<file path="src/hw/rtl/dxt1_pkg.sv">
`timescale 1ns / 1ps
// ----------------------------------------------------------------------------
// dxt1_pkg
// Shared types, constants and helper functions for the DXT1 block decoder.
// ----------------------------------------------------------------------------
package dxt1_pkg;

    localparam int PIXELS     = 16;
    localparam int IDX_W      = 4;
    localparam int SEL_W      = 2;
    localparam int CODES_W    = PIXELS * SEL_W;
    localparam int COLOR_W    = 16;
    localparam int CHAN_W     = 8;
    localparam int SUM_W      = 10;
    localparam int PAL_SIZE   = 4;

    // Palette entry codes.
    localparam logic [SEL_W-1:0] SEL_END0 = 2'd0;
    localparam logic [SEL_W-1:0] SEL_END1 = 2'd1;
    localparam logic [SEL_W-1:0] SEL_MIX0 = 2'd2;
    localparam logic [SEL_W-1:0] SEL_MIX1 = 2'd3;

    localparam logic [CHAN_W-1:0] ALPHA_OPAQUE = 8'hFF;
    localparam logic [CHAN_W-1:0] ALPHA_CLEAR  = 8'h00;

    // x / 3 == (x * 683) >> 11 for every x below 2048.
    localparam int DIV3_MUL   = 683;
    localparam int DIV3_SHIFT = 11;
    localparam int PROD_W     = 2 * SUM_W;

    typedef struct packed {
        logic [CHAN_W-1:0] r;
        logic [CHAN_W-1:0] g;
        logic [CHAN_W-1:0] b;
    } t_rgb;

    // One decoded palette with the indices of its block.
    typedef struct packed {
        t_rgb [PAL_SIZE-1:0]  color;
        logic                 trans3;
        logic [CODES_W-1:0]   codes;
    } t_pal_item;

    function automatic t_rgb widen565(input logic [COLOR_W-1:0] c);
        t_rgb w;
        w.r = {c[15:11], 3'b000};
        w.g = {c[10:5], 2'b00};
        w.b = {c[4:0], 3'b000};
        return w;
    endfunction

    function automatic logic [CHAN_W-1:0] div3(input logic [SUM_W-1:0] x);
        logic [PROD_W-1:0] prod;
        prod = PROD_W'(x) * PROD_W'(DIV3_MUL);
        return prod[DIV3_SHIFT +: CHAN_W];
    endfunction

endpackage

</file>
<file path="src/hw/rtl/dxt1_palette.sv">
`timescale 1ns / 1ps
// ----------------------------------------------------------------------------
// dxt1_palette
// Three-stage pipeline that turns an endpoint pair into a four-entry palette.
// ----------------------------------------------------------------------------
module dxt1_palette (
    input  logic                          i_clk,
    input  logic                          i_rst_n,
    input  logic                          i_valid,
    output logic                          o_ready,
    input  logic [dxt1_pkg::COLOR_W-1:0]  i_color_zero,
    input  logic [dxt1_pkg::COLOR_W-1:0]  i_color_one,
    input  logic [dxt1_pkg::CODES_W-1:0]  i_pixel_codes,
    output logic                          o_valid,
    input  logic                          i_ready,
    output dxt1_pkg::t_pal_item           o_item
);
    import dxt1_pkg::*;

    typedef struct packed {
        t_rgb               e0;
        t_rgb               e1;
        logic               opaque;
        logic [CODES_W-1:0] codes;
    } t_s1;

    typedef struct packed {
        logic [SUM_W-1:0] r;
        logic [SUM_W-1:0] g;
        logic [SUM_W-1:0] b;
    } t_sum;

    typedef struct packed {
        t_rgb               e0;
        t_rgb               e1;
        t_sum               near0;
        t_sum               near1;
        t_rgb               avg;
        logic               opaque;
        logic [CODES_W-1:0] codes;
    } t_s2;

    logic      r_vld1, r_vld2, r_vld3;
    t_s1       r_s1;
    t_s2       r_s2;
    t_pal_item r_s3;
    t_s1       n_s1;
    t_s2       n_s2;
    t_pal_item n_s3;
    logic      en1, en2, en3;

    assign en3     = !r_vld3 || i_ready;
    assign en2     = !r_vld2 || en3;
    assign en1     = !r_vld1 || en2;
    assign o_ready = en1;
    assign o_valid = r_vld3;
    assign o_item  = r_s3;

    always_comb begin
        n_s1.e0     = widen565(i_color_zero);
        n_s1.e1     = widen565(i_color_one);
        n_s1.opaque = i_color_zero > i_color_one;
        n_s1.codes  = i_pixel_codes;
    end

    // The weighted sums feed the divide by three in the next stage.
    always_comb begin
        logic [CHAN_W:0] sr, sg, sb;
        sr = {1'b0, r_s1.e0.r} + {1'b0, r_s1.e1.r};
        sg = {1'b0, r_s1.e0.g} + {1'b0, r_s1.e1.g};
        sb = {1'b0, r_s1.e0.b} + {1'b0, r_s1.e1.b};
        n_s2.e0      = r_s1.e0;
        n_s2.e1      = r_s1.e1;
        n_s2.near0.r = {2'b00, r_s1.e0.r} + SUM_W'(sr) + SUM_W'(1);
        n_s2.near0.g = {2'b00, r_s1.e0.g} + SUM_W'(sg) + SUM_W'(1);
        n_s2.near0.b = {2'b00, r_s1.e0.b} + SUM_W'(sb) + SUM_W'(1);
        n_s2.near1.r = {2'b00, r_s1.e1.r} + SUM_W'(sr) + SUM_W'(1);
        n_s2.near1.g = {2'b00, r_s1.e1.g} + SUM_W'(sg) + SUM_W'(1);
        n_s2.near1.b = {2'b00, r_s1.e1.b} + SUM_W'(sb) + SUM_W'(1);
        n_s2.avg.r   = sr[CHAN_W:1];
        n_s2.avg.g   = sg[CHAN_W:1];
        n_s2.avg.b   = sb[CHAN_W:1];
        n_s2.opaque  = r_s1.opaque;
        n_s2.codes   = r_s1.codes;
    end

    always_comb begin
        n_s3.color[SEL_END0] = r_s2.e0;
        n_s3.color[SEL_END1] = r_s2.e1;
        if (r_s2.opaque) begin
            n_s3.color[SEL_MIX0].r = div3(r_s2.near0.r);
            n_s3.color[SEL_MIX0].g = div3(r_s2.near0.g);
            n_s3.color[SEL_MIX0].b = div3(r_s2.near0.b);
            n_s3.color[SEL_MIX1].r = div3(r_s2.near1.r);
            n_s3.color[SEL_MIX1].g = div3(r_s2.near1.g);
            n_s3.color[SEL_MIX1].b = div3(r_s2.near1.b);
        end else begin
            n_s3.color[SEL_MIX0] = r_s2.avg;
            n_s3.color[SEL_MIX1] = '0;
        end
        n_s3.trans3 = !r_s2.opaque;
        n_s3.codes  = r_s2.codes;
    end

    always_ff @(posedge i_clk) begin
        if (!i_rst_n) begin
            r_vld1 <= 1'b0;
            r_vld2 <= 1'b0;
            r_vld3 <= 1'b0;
        end else begin
            if (en1) r_vld1 <= i_valid;
            if (en2) r_vld2 <= r_vld1;
            if (en3) r_vld3 <= r_vld2;
        end
    end

    always_ff @(posedge i_clk) begin
        if (en1) r_s1 <= n_s1;
        if (en2) r_s2 <= n_s2;
        if (en3) r_s3 <= n_s3;
    end

`ifndef SYNTHESIS
    a_trans_black: assert property (@(posedge i_clk) disable iff (!i_rst_n)
        r_vld3 && r_s3.trans3 |-> r_s3.color[SEL_MIX1] == '0)
        else $error("transparent palette entry is not black");

    a_stall_hold: assert property (@(posedge i_clk) disable iff (!i_rst_n)
        r_vld3 && !i_ready |=> r_vld3 && $stable(r_s3))
        else $error("stalled palette item changed");

    a_mid_hold: assert property (@(posedge i_clk) disable iff (!i_rst_n)
        r_vld2 && !en3 |=> r_vld2 && $stable(r_s2))
        else $error("stalled middle stage item changed");
`endif

endmodule

</file>
<file path="src/hw/rtl/dxt1_serializer.sv">
`timescale 1ns / 1ps
// ----------------------------------------------------------------------------
// dxt1_serializer
// Emits the sixteen pixels of a decoded block, one per cycle while the output
// register is not stalled, into that output register.
// ----------------------------------------------------------------------------
module dxt1_serializer (
    input  logic                         i_clk,
    input  logic                         i_rst_n,
    input  logic                         i_valid,
    output logic                         o_ready,
    input  dxt1_pkg::t_pal_item          i_item,
    output logic                         o_out_valid,
    input  logic                         i_out_ready,
    output logic [dxt1_pkg::IDX_W-1:0]   o_pixel_index,
    output logic [dxt1_pkg::CHAN_W-1:0]  o_red,
    output logic [dxt1_pkg::CHAN_W-1:0]  o_green,
    output logic [dxt1_pkg::CHAN_W-1:0]  o_blue,
    output logic [dxt1_pkg::CHAN_W-1:0]  o_alpha,
    output logic                         o_last
);
    import dxt1_pkg::*;

    localparam logic [IDX_W-1:0] LAST_IDX = IDX_W'(PIXELS - 1);

    logic               r_busy;
    logic [IDX_W-1:0]   r_cnt;
    t_rgb [PAL_SIZE-1:0] r_pal;
    logic               r_trans3;
    logic [CODES_W-1:0] r_codes;
    logic               r_o_vld;
    logic [IDX_W-1:0]   r_o_idx;
    t_rgb               r_o_rgb;
    logic [CHAN_W-1:0]  r_o_alpha;
    logic               r_o_last;

    logic               out_free;
    logic               emit;
    logic               take;
    logic [SEL_W-1:0]   sel;

    assign out_free = !r_o_vld || i_out_ready;
    assign emit     = r_busy && out_free;
    // A new block may load on the same edge as the last pixel of the current one.
    assign o_ready  = !r_busy || (emit && r_cnt == LAST_IDX);
    assign take     = i_valid && o_ready;
    assign sel      = r_codes[SEL_W-1:0];

    always_ff @(posedge i_clk) begin
        if (!i_rst_n) begin
            r_busy  <= 1'b0;
            r_cnt   <= '0;
            r_o_vld <= 1'b0;
        end else begin
            if (emit) begin
                r_o_vld <= 1'b1;
            end else if (i_out_ready) begin
                r_o_vld <= 1'b0;
            end
            if (take) begin
                r_busy <= 1'b1;
                r_cnt  <= '0;
            end else if (emit) begin
                r_cnt <= r_cnt + IDX_W'(1);
                if (r_cnt == LAST_IDX) begin
                    r_busy <= 1'b0;
                end
            end
        end
    end

    always_ff @(posedge i_clk) begin
        if (take) begin
            r_pal    <= i_item.color;
            r_trans3 <= i_item.trans3;
            r_codes  <= i_item.codes;
        end else if (emit) begin
            r_codes <= {{SEL_W{1'b0}}, r_codes[CODES_W-1:SEL_W]};
        end
        if (emit) begin
            r_o_idx   <= r_cnt;
            r_o_rgb   <= r_pal[sel];
            r_o_alpha <= (sel == SEL_MIX1 && r_trans3) ? ALPHA_CLEAR : ALPHA_OPAQUE;
            r_o_last  <= r_cnt == LAST_IDX;
        end
    end

    assign o_out_valid   = r_o_vld;
    assign o_pixel_index = r_o_idx;
    assign o_red         = r_o_rgb.r;
    assign o_green       = r_o_rgb.g;
    assign o_blue        = r_o_rgb.b;
    assign o_alpha       = r_o_alpha;
    assign o_last        = r_o_last;

`ifndef SYNTHESIS
    a_clear_black: assert property (@(posedge i_clk) disable iff (!i_rst_n)
        r_o_vld && r_o_alpha == ALPHA_CLEAR |-> r_o_rgb == '0)
        else $error("transparent pixel carries color");

    a_no_gap: assert property (@(posedge i_clk) disable iff (!i_rst_n)
        r_o_vld && i_out_ready && !r_o_last |=> r_o_vld)
        else $error("gap inside a block");

    a_load_start: assert property (@(posedge i_clk) disable iff (!i_rst_n)
        take |=> r_busy && r_cnt == '0)
        else $error("block load did not restart the pixel count");
`endif

endmodule

</file>
<file path="src/hw/rtl/dxt1_block_decoder.sv">
`timescale 1ns / 1ps
// ----------------------------------------------------------------------------
// dxt1_block_decoder
// Decodes one DXT1 color block into sixteen RGBA pixels in row-major order.
//
//   channel | valid       | ready       | payload
//   --------+-------------+-------------+------------------------------------
//   input   | i_in_valid  | o_in_ready  | color_zero, color_one, pixel_codes
//   output  | o_out_valid | i_out_ready | pixel_index, rgba, last
//
// A block leaves one pixel per cycle through the output register unless
// i_out_ready stalls it; the next block loads on the edge that emits the last
// pixel. A block passes the three palette stages and the serializer on its way
// to the output register; all of them stall in place and nothing is dropped.
// Reset is synchronous and active low and clears all valid state.
// ----------------------------------------------------------------------------
module dxt1_block_decoder (
    input  logic                         i_clk,
    input  logic                         i_rst_n,
    input  logic                         i_in_valid,
    output logic                         o_in_ready,
    input  logic [dxt1_pkg::COLOR_W-1:0] i_color_zero,
    input  logic [dxt1_pkg::COLOR_W-1:0] i_color_one,
    input  logic [dxt1_pkg::CODES_W-1:0] i_pixel_codes,
    output logic                         o_out_valid,
    input  logic                         i_out_ready,
    output logic [dxt1_pkg::IDX_W-1:0]   o_pixel_index,
    output logic [dxt1_pkg::CHAN_W-1:0]  o_red,
    output logic [dxt1_pkg::CHAN_W-1:0]  o_green,
    output logic [dxt1_pkg::CHAN_W-1:0]  o_blue,
    output logic [dxt1_pkg::CHAN_W-1:0]  o_alpha,
    output logic                         o_last
);
    import dxt1_pkg::*;

    logic      pal_valid;
    logic      pal_ready;
    t_pal_item pal_item;

    dxt1_palette u_palette (
        .i_clk         (i_clk),
        .i_rst_n       (i_rst_n),
        .i_valid       (i_in_valid),
        .o_ready       (o_in_ready),
        .i_color_zero  (i_color_zero),
        .i_color_one   (i_color_one),
        .i_pixel_codes (i_pixel_codes),
        .o_valid       (pal_valid),
        .i_ready       (pal_ready),
        .o_item        (pal_item)
    );

    dxt1_serializer u_serializer (
        .i_clk         (i_clk),
        .i_rst_n       (i_rst_n),
        .i_valid       (pal_valid),
        .o_ready       (pal_ready),
        .i_item        (pal_item),
        .o_out_valid   (o_out_valid),
        .i_out_ready   (i_out_ready),
        .o_pixel_index (o_pixel_index),
        .o_red         (o_red),
        .o_green       (o_green),
        .o_blue        (o_blue),
        .o_alpha       (o_alpha),
        .o_last        (o_last)
    );

endmodule
</file>
<file path="config.mk">
export PLATFORM = sky130hd
export DESIGN_NAME = dxt1_block_decoder
export DESIGN_NICKNAME = d
export VERILOG_FILES = /design/src/hw/rtl/dxt1_pkg.sv /design/src/hw/rtl/dxt1_palette.sv /design/src/hw/rtl/dxt1_serializer.sv /design/src/hw/rtl/dxt1_block_decoder.sv
export SDC_FILE = /design/constraint.sdc
export NUM_CORES = 1
export LEC_CHECK = 0
export BUFFER_PORTS_ARGS = -buffer_cell sky130_fd_sc_hd__buf_2
export CORE_ASPECT_RATIO = 1.25
export CORE_MARGIN = 4
export CORE_UTILIZATION = 25
export DETAILED_ROUTE_END_ITERATION = 10
export HOLD_SLACK_MARGIN = 0.05
export PLACE_DENSITY_LB_ADDON = 0.1
export RECOVER_POWER = 100
export SLEW_MARGIN = 15
export SYNTH_ARGS = -nofsm -noshare
export SYNTH_HDL_FRONTEND = slang
export SYNTH_SLANG_ARGS = --single-unit
</file>
<file path="constraint.sdc">
create_clock -name i_clk -period 4.3 [get_ports i_clk]
set_clock_uncertainty 0.2 [all_clocks]
set_input_delay 0.43 -clock i_clk [delete_from_list [all_inputs] [get_ports i_clk]]
set_output_delay 0.43 -clock i_clk [all_outputs]
set_load 0.01 [all_outputs]
</file>
# Yosys cells after proc, flatten, opt, wreduce, memory -nomap -nowiden

Cells that the tools add are included.

Flip-flop bits (word level): 486
Bits of input ports: 68
Output and inout port bits: 39
Logic and storage cells: 123

Add/subtract/negate cells: 16
$mul: 6
Order comparisons: 2
Equality and inequality tests: 2
Muxes and demuxes: 11
Bitwise operators: 1
Reduce and logical (&&, ||, !) cells: 20

Operators with widths:

| operator               | number |
|---|---|
| $mul 10x10->19 const B | 6 |
| $mux 32                | 2 |
| $add 10x1->10 const B  | 6 |
| $add 8x9->10           | 6 |
| $bmux 24 s2            | 1 |
| $mux 24                | 2 |
| $add 8x8->9            | 3 |
| $gt 16x16->1           | 1 |
| $mux 8                 | 1 |
| $logic_not 1->1        | 6 |
| $reduce_bool 2->1      | 3 |
| $logic_or 1x1->1       | 5 |
| $mux 1                 | 5 |
| $add 4x1->4 const B    | 1 |
| $eq 4x4->1 const B     | 1 |
| $logic_and 1x1->1      | 4 |
| $lt 2x3->1 const B     | 1 |
| $eq 2x2->1 const B     | 1 |
| $reduce_and 2->1       | 1 |
| $reduce_or 2->1        | 1 |
| $not 1->1              | 1 |

# Logic depth before layout (Yosys ltp)

Depth in word-level cells: 8
Depth in mapped cells: 17
Depth with buffers taken out: 17

# By module

A second synthesis with hierarchy kept.

Cells, all modules: 1,770
Area total of the unflattened synthesis: 25,833.5 µm²

By module, submodules not included:

| module          | times used | cells each | area an instance (µm²) | seq. area each (µm²) |
|---|---|---|---|---|
| dxt1_palette    | 1          | 1,499      | 19,721.4               | 9,248.9 |
| dxt1_serializer | 1          | 271        | 6,112.1                | 4,894.7 |

# Worst setup path after synthesis

OpenSTA, ideal clock, no wires.

Path type: register to register
Start: register u_palette.r_s2[70] (netlist bit)
End: register u_palette.r_s3 (netlist bit u_palette.o_item[120]), data pin
Setup time: 260 ps
Arrival time: 4,280 ps
Required time: 3,840 ps
Slack: -440 ps
Stages on the path, launching flop included: 16
Buffers on the path: 0
Period minus slack after synthesis: 4,740 ps
Cells stage by stage: edfxtp_1 > ha_1 > inv_1 > fa_1 > inv_1 > fa_1 > fa_1 > ha_1 > ha_1 > nor4_1 > o21ai_0 > o22a_1 > a211oi_2 > o21bai_1 > o31ai_2 > mux2_2

Word-level cells in the longest chain between the ends: 1

Ends and longest elaborated chain:

| element                | line                | RTL |
|---|---|---|
| from (decl)            | dxt1_palette.sv:45  | `t_s2 r_s2;` |
| from (signal assigned) | dxt1_palette.sv:119 | `if (en2) r_s2 <= n_s2;` |
| $mul 10x10->19         | dxt1_pkg.sv:54      | `prod = PROD_W'(x) * PROD_W'(DIV3_MUL);` |
| to (signal assigned)   | dxt1_palette.sv:120 | `if (en3) r_s3 <= n_s3;` |
| to (decl)              | dxt1_palette.sv:46  | `t_pal_item r_s3;` |

Every way passes these cells.
A chain may end at the register's enable or synchronous reset.

# Worst setup path in the final report

Start: register u_palette.r_s2[72] (netlist bit)
End: register u_palette.r_s3 (netlist bit u_palette.o_item[120]), data pin

Same word-level chain as after synthesis.

==> impl_metrics.py <==
metrics = {
    "status": {
        "outcome": "complete, but fails checks",
        "violations": "capacitance limit, slew limit, setup timing",
    },
    "sta": {
        "rsz0062_at_grt": "true",
        "timing.final.crit_share_pct": 110,
        "fmax_ghz": 0.211,
        "worst-slew-pin-transition_ns": 2.70,
        "setup_ws_ns": -0.446,
        "slew_headroom_pct": -79.7,
        "slew_viol_final": 348,
        "fin_tns_setup_ns": -3.47,
        "period_needed_ns": 4.75,
        "setup_viol_count_final": 24,
        "timing_hold_violations_final": 0,
    },
    "setup_path": {
        "crit_arrival_ns": 4.92,
        "ff2ff_path_depth": 15,
        "crit_buf_inv": 2,
        "rrSetupSlack_ns": -0.45,
        "crit-reg2reg-capture": "u_palette.o_item[120]",
        "slowest_stage": "fa_2",
        "worstSetupStartpointType": "flip-flop",
        "crit_chain": "ha_4 -> ha_4 -> fa_1 -> inv_2 -> fa_2 -> inv_2 -> fa_1 -> ha_4 -> a21oi_4 -> o21ai_2 -> o22a_1 -> a211oi_2 -> o21bai_2 -> o31ai_2 -> mux2_4",
        "crit_required_ns": 4.48,
        "worstReg2RegStart": "u_palette.r_s2[72]",
        "cp_max_fo": 3,
        "path_depth": 15,
        "worstSetupPathType": "flip-flop to flip-flop",
        "max_stage_delay_ns": 0.53,
        "crit_end": "u_palette.o_item[120]",
        "crit_start": "u_palette.r_s2[72]",
        "cp_common_cell": "ha_4",
        "cp_top_family": "adder cells",
        "worstSetupEndpointType": "flip-flop",
    },
    "drt": {
        "ant_nets": 0,
        "drtPass1Iterations": 4,
        "num_vias": 14000,
        "post_drt_wl_per_cell_um": 17.1,
        "wirelength_um": 59000,
        "drc_errors": 0,
        "drt_iter0_markers": 439,
        "viasPerCell": 4.06,
    },
    "logic_synthesis": {
        "synth_top_area_cell": "edfxtp_1",
        "synthFlopType": "edfxtp_1",
        "syn_inst": 1723,
        "ys_seq_elements": 458,
        "avgSynthCellArea_sq_um": 14.5,
        "netlist_top_cells_count": "edfxtp_1 (449), ha_1 (365), inv_1 (256)",
        "synth_area_sq_um": 25000,
        "yosys_warnings": 0,
        "synthArstFlopShare_pct": 0,
        "syn_nets": 2246,
        "ys_seq_area_share_pct": 54.6,
        "synth_area_leaders": "edfxtp_1 (54%), ha_1 (18%), fa_1 (7.2%)",
        "yosysUniqueCellTypes": 57,
        "synth_most_common_cell": "edfxtp_1",
        "yosys.area.top_type_share_pct": 53.9,
        "synth_edf_count": 449,
    },
    "global_routing": {
        "grt_max_degree": 115,
        "antenna_found_initial": 0,
        "grt.overflow.total": 0,
        "grt_usage_pct": 11.3,
        "grt_pass1_vias": 15800,
        "grt_pass1_wl_um": 92700,
    },
    "die": {
        "die_x_um": 291,
        "dieHeight_um": 362,
        "core_sq_um": 99100,
        "row_count": 129,
        "initial_utilization_pct": 25.2,
        "die_area_sq_um": 105000,
        "ios": 107,
    },
    "cts": {
        "clkLatencyLatePin_ns": 0.63,
        "cts.sinks": 458,
        "clock-root-buffer": "clkbuf_16",
        "clk_pin_slew_worst_paths_ns": 0.07,
        "clock_path_buffers": 3,
        "cts_tree": "yes",
        "numCtsBuffers": 51,
        "htree_num_levels": 2,
    },
    "final_layout": {
        "stdcell_count": 3456,
        "drive_gt1_share_pct": 23.4,
        "antennaDiodeCount": 0,
        "nNetsFinal": 2631,
        "syn_to_final_growth_pct": 28.4,
    },
    "placement": {
        "place_inst": 3266,
        "dp_hpwl_um": 43300,
        "io_buffer_count": 106,
        "place.gp.congestion": 0.787,
    },
    "worst_hold_path": {
        "hp-class": "flip-flop to flip-flop",
    },
    "job": {
        "max-cap-violations": 7,
    },
}
## logic make-up (layout without fill, tap and decap cells)
family                     Yosys count  in the layout  synth area share (%)
buffers and inverters              282            705                  4.36
AOI/OAI and AO/OA                  200            200                  5.30
xor gates and xnor gates            94             94                  3.29
DFF                                458            458                  54.6
and+or+nand+nor                    170            170                  3.44
muxes                               64             64                  3.55
adders and majority gates          455            455                  25.5
## timing repair
action,4_1_cts,5_1_grt
pin swaps,95,72
gates cloned,0,0
gates resized for setup,135,68
endpoints found under the setup margin,40,40
setup buffers,27,10
hold buffers,68,0
endpoints found under the hold margin,73,0
## registers in the layout, summed over array words and instances (netlist names), 4 cells and up
| register | flops |
|---|---|
| u_serializer.r_cnt | 4 |
| u_serializer.o_red | 8 |
| u_palette.n_s2 | 65 |
| u_palette.o_item | 113 |
| u_serializer.o_green | 8 |
| u_serializer.r_pal | 80 |
| u_serializer.o_blue | 8 |
| u_palette.r_s2 | 64 |
| u_serializer.o_pixel_index | 4 |
| u_palette.n_s3 | 64 |
| u_serializer.r_codes | 32 |
## metrics by stage
stage	area (sq um)	setup slack (ns)	util (%)	hold slack, ns
floorplan	25200	-0.339	-	0.200
global placement	28500	-0.489	28.7	0.201
detailed placement	28500	-0.521	28.7	0.205
CTS	31900	-0.485	32.2	0.169
global route	32100	-0.615	32.4	0.202
finish	32100	-0.446	32.4	0.192
## layout by cell type, fill, tap and decap left out, drive strengths merged, types with 4 or more instances in the layout
cell type	instances
clkinv	22
nand4	7
a31oi	5
edfxtp	449
a21oi	75
o21ai	19
xor2	23
clkinvlp	4
buf	192
mux2	38
bufinv	4
nor2b	22
o31ai	7
inv	258
nand3	9
dlygate4sd3	68
mux2i	10
and2	11
mux4	16
o21bai	12
xnor2	71
o21a	21
nand4b	5
nor2	56
clkbuf	157
nor3	15
and3	10
nand2b	10
a21o	37
dfxtp	9
fa	90
ha	365
nand2	20
## routing by layer
layer,track usage [%],vias to the layer above,routed length [um]
li1,-,6946,-
met1,13.8,6885,25700
met2,21.2,157,30700
met3,1.71,60,1610
met4,2.45,0,1030
met5,0,-,0
## area by class of cell
cell class                      instances  area [sq um]
Fill cell                            9846         67000
Sequential cell                       458         13700
Multi-Input combinational cell        983         11700
Timing Repair Buffer                  357          2510
Tap cell                             1310          1640
Clock buffer                           60          1310
Inverter                              257           968
Clock inverter                         31           327
## worst min path at each step
stage / cells past startpoint / start / slack (ns) / endpoint
floorplan: 0 / u_palette.n_s2[0] / 0.20 / u_palette.n_s3[0]
global placement: 0 / u_palette.n_s3[61] / 0.20 / u_palette.o_item[61]
detailed placement: 0 / u_palette.n_s3[10] / 0.20 / u_palette.o_item[10]
CTS: 0 / u_palette.o_item[119] / 0.17 / u_serializer.r_pal[86]
global route: 0 / u_palette.o_item[105] / 0.20 / u_serializer.r_pal[72]
finish: 0 / u_palette.o_item[119] / 0.19 / u_serializer.r_pal[86]
Power is not shown: default switching activity piles up to over one toggle a cycle in this logic, so the estimate is an artifact.
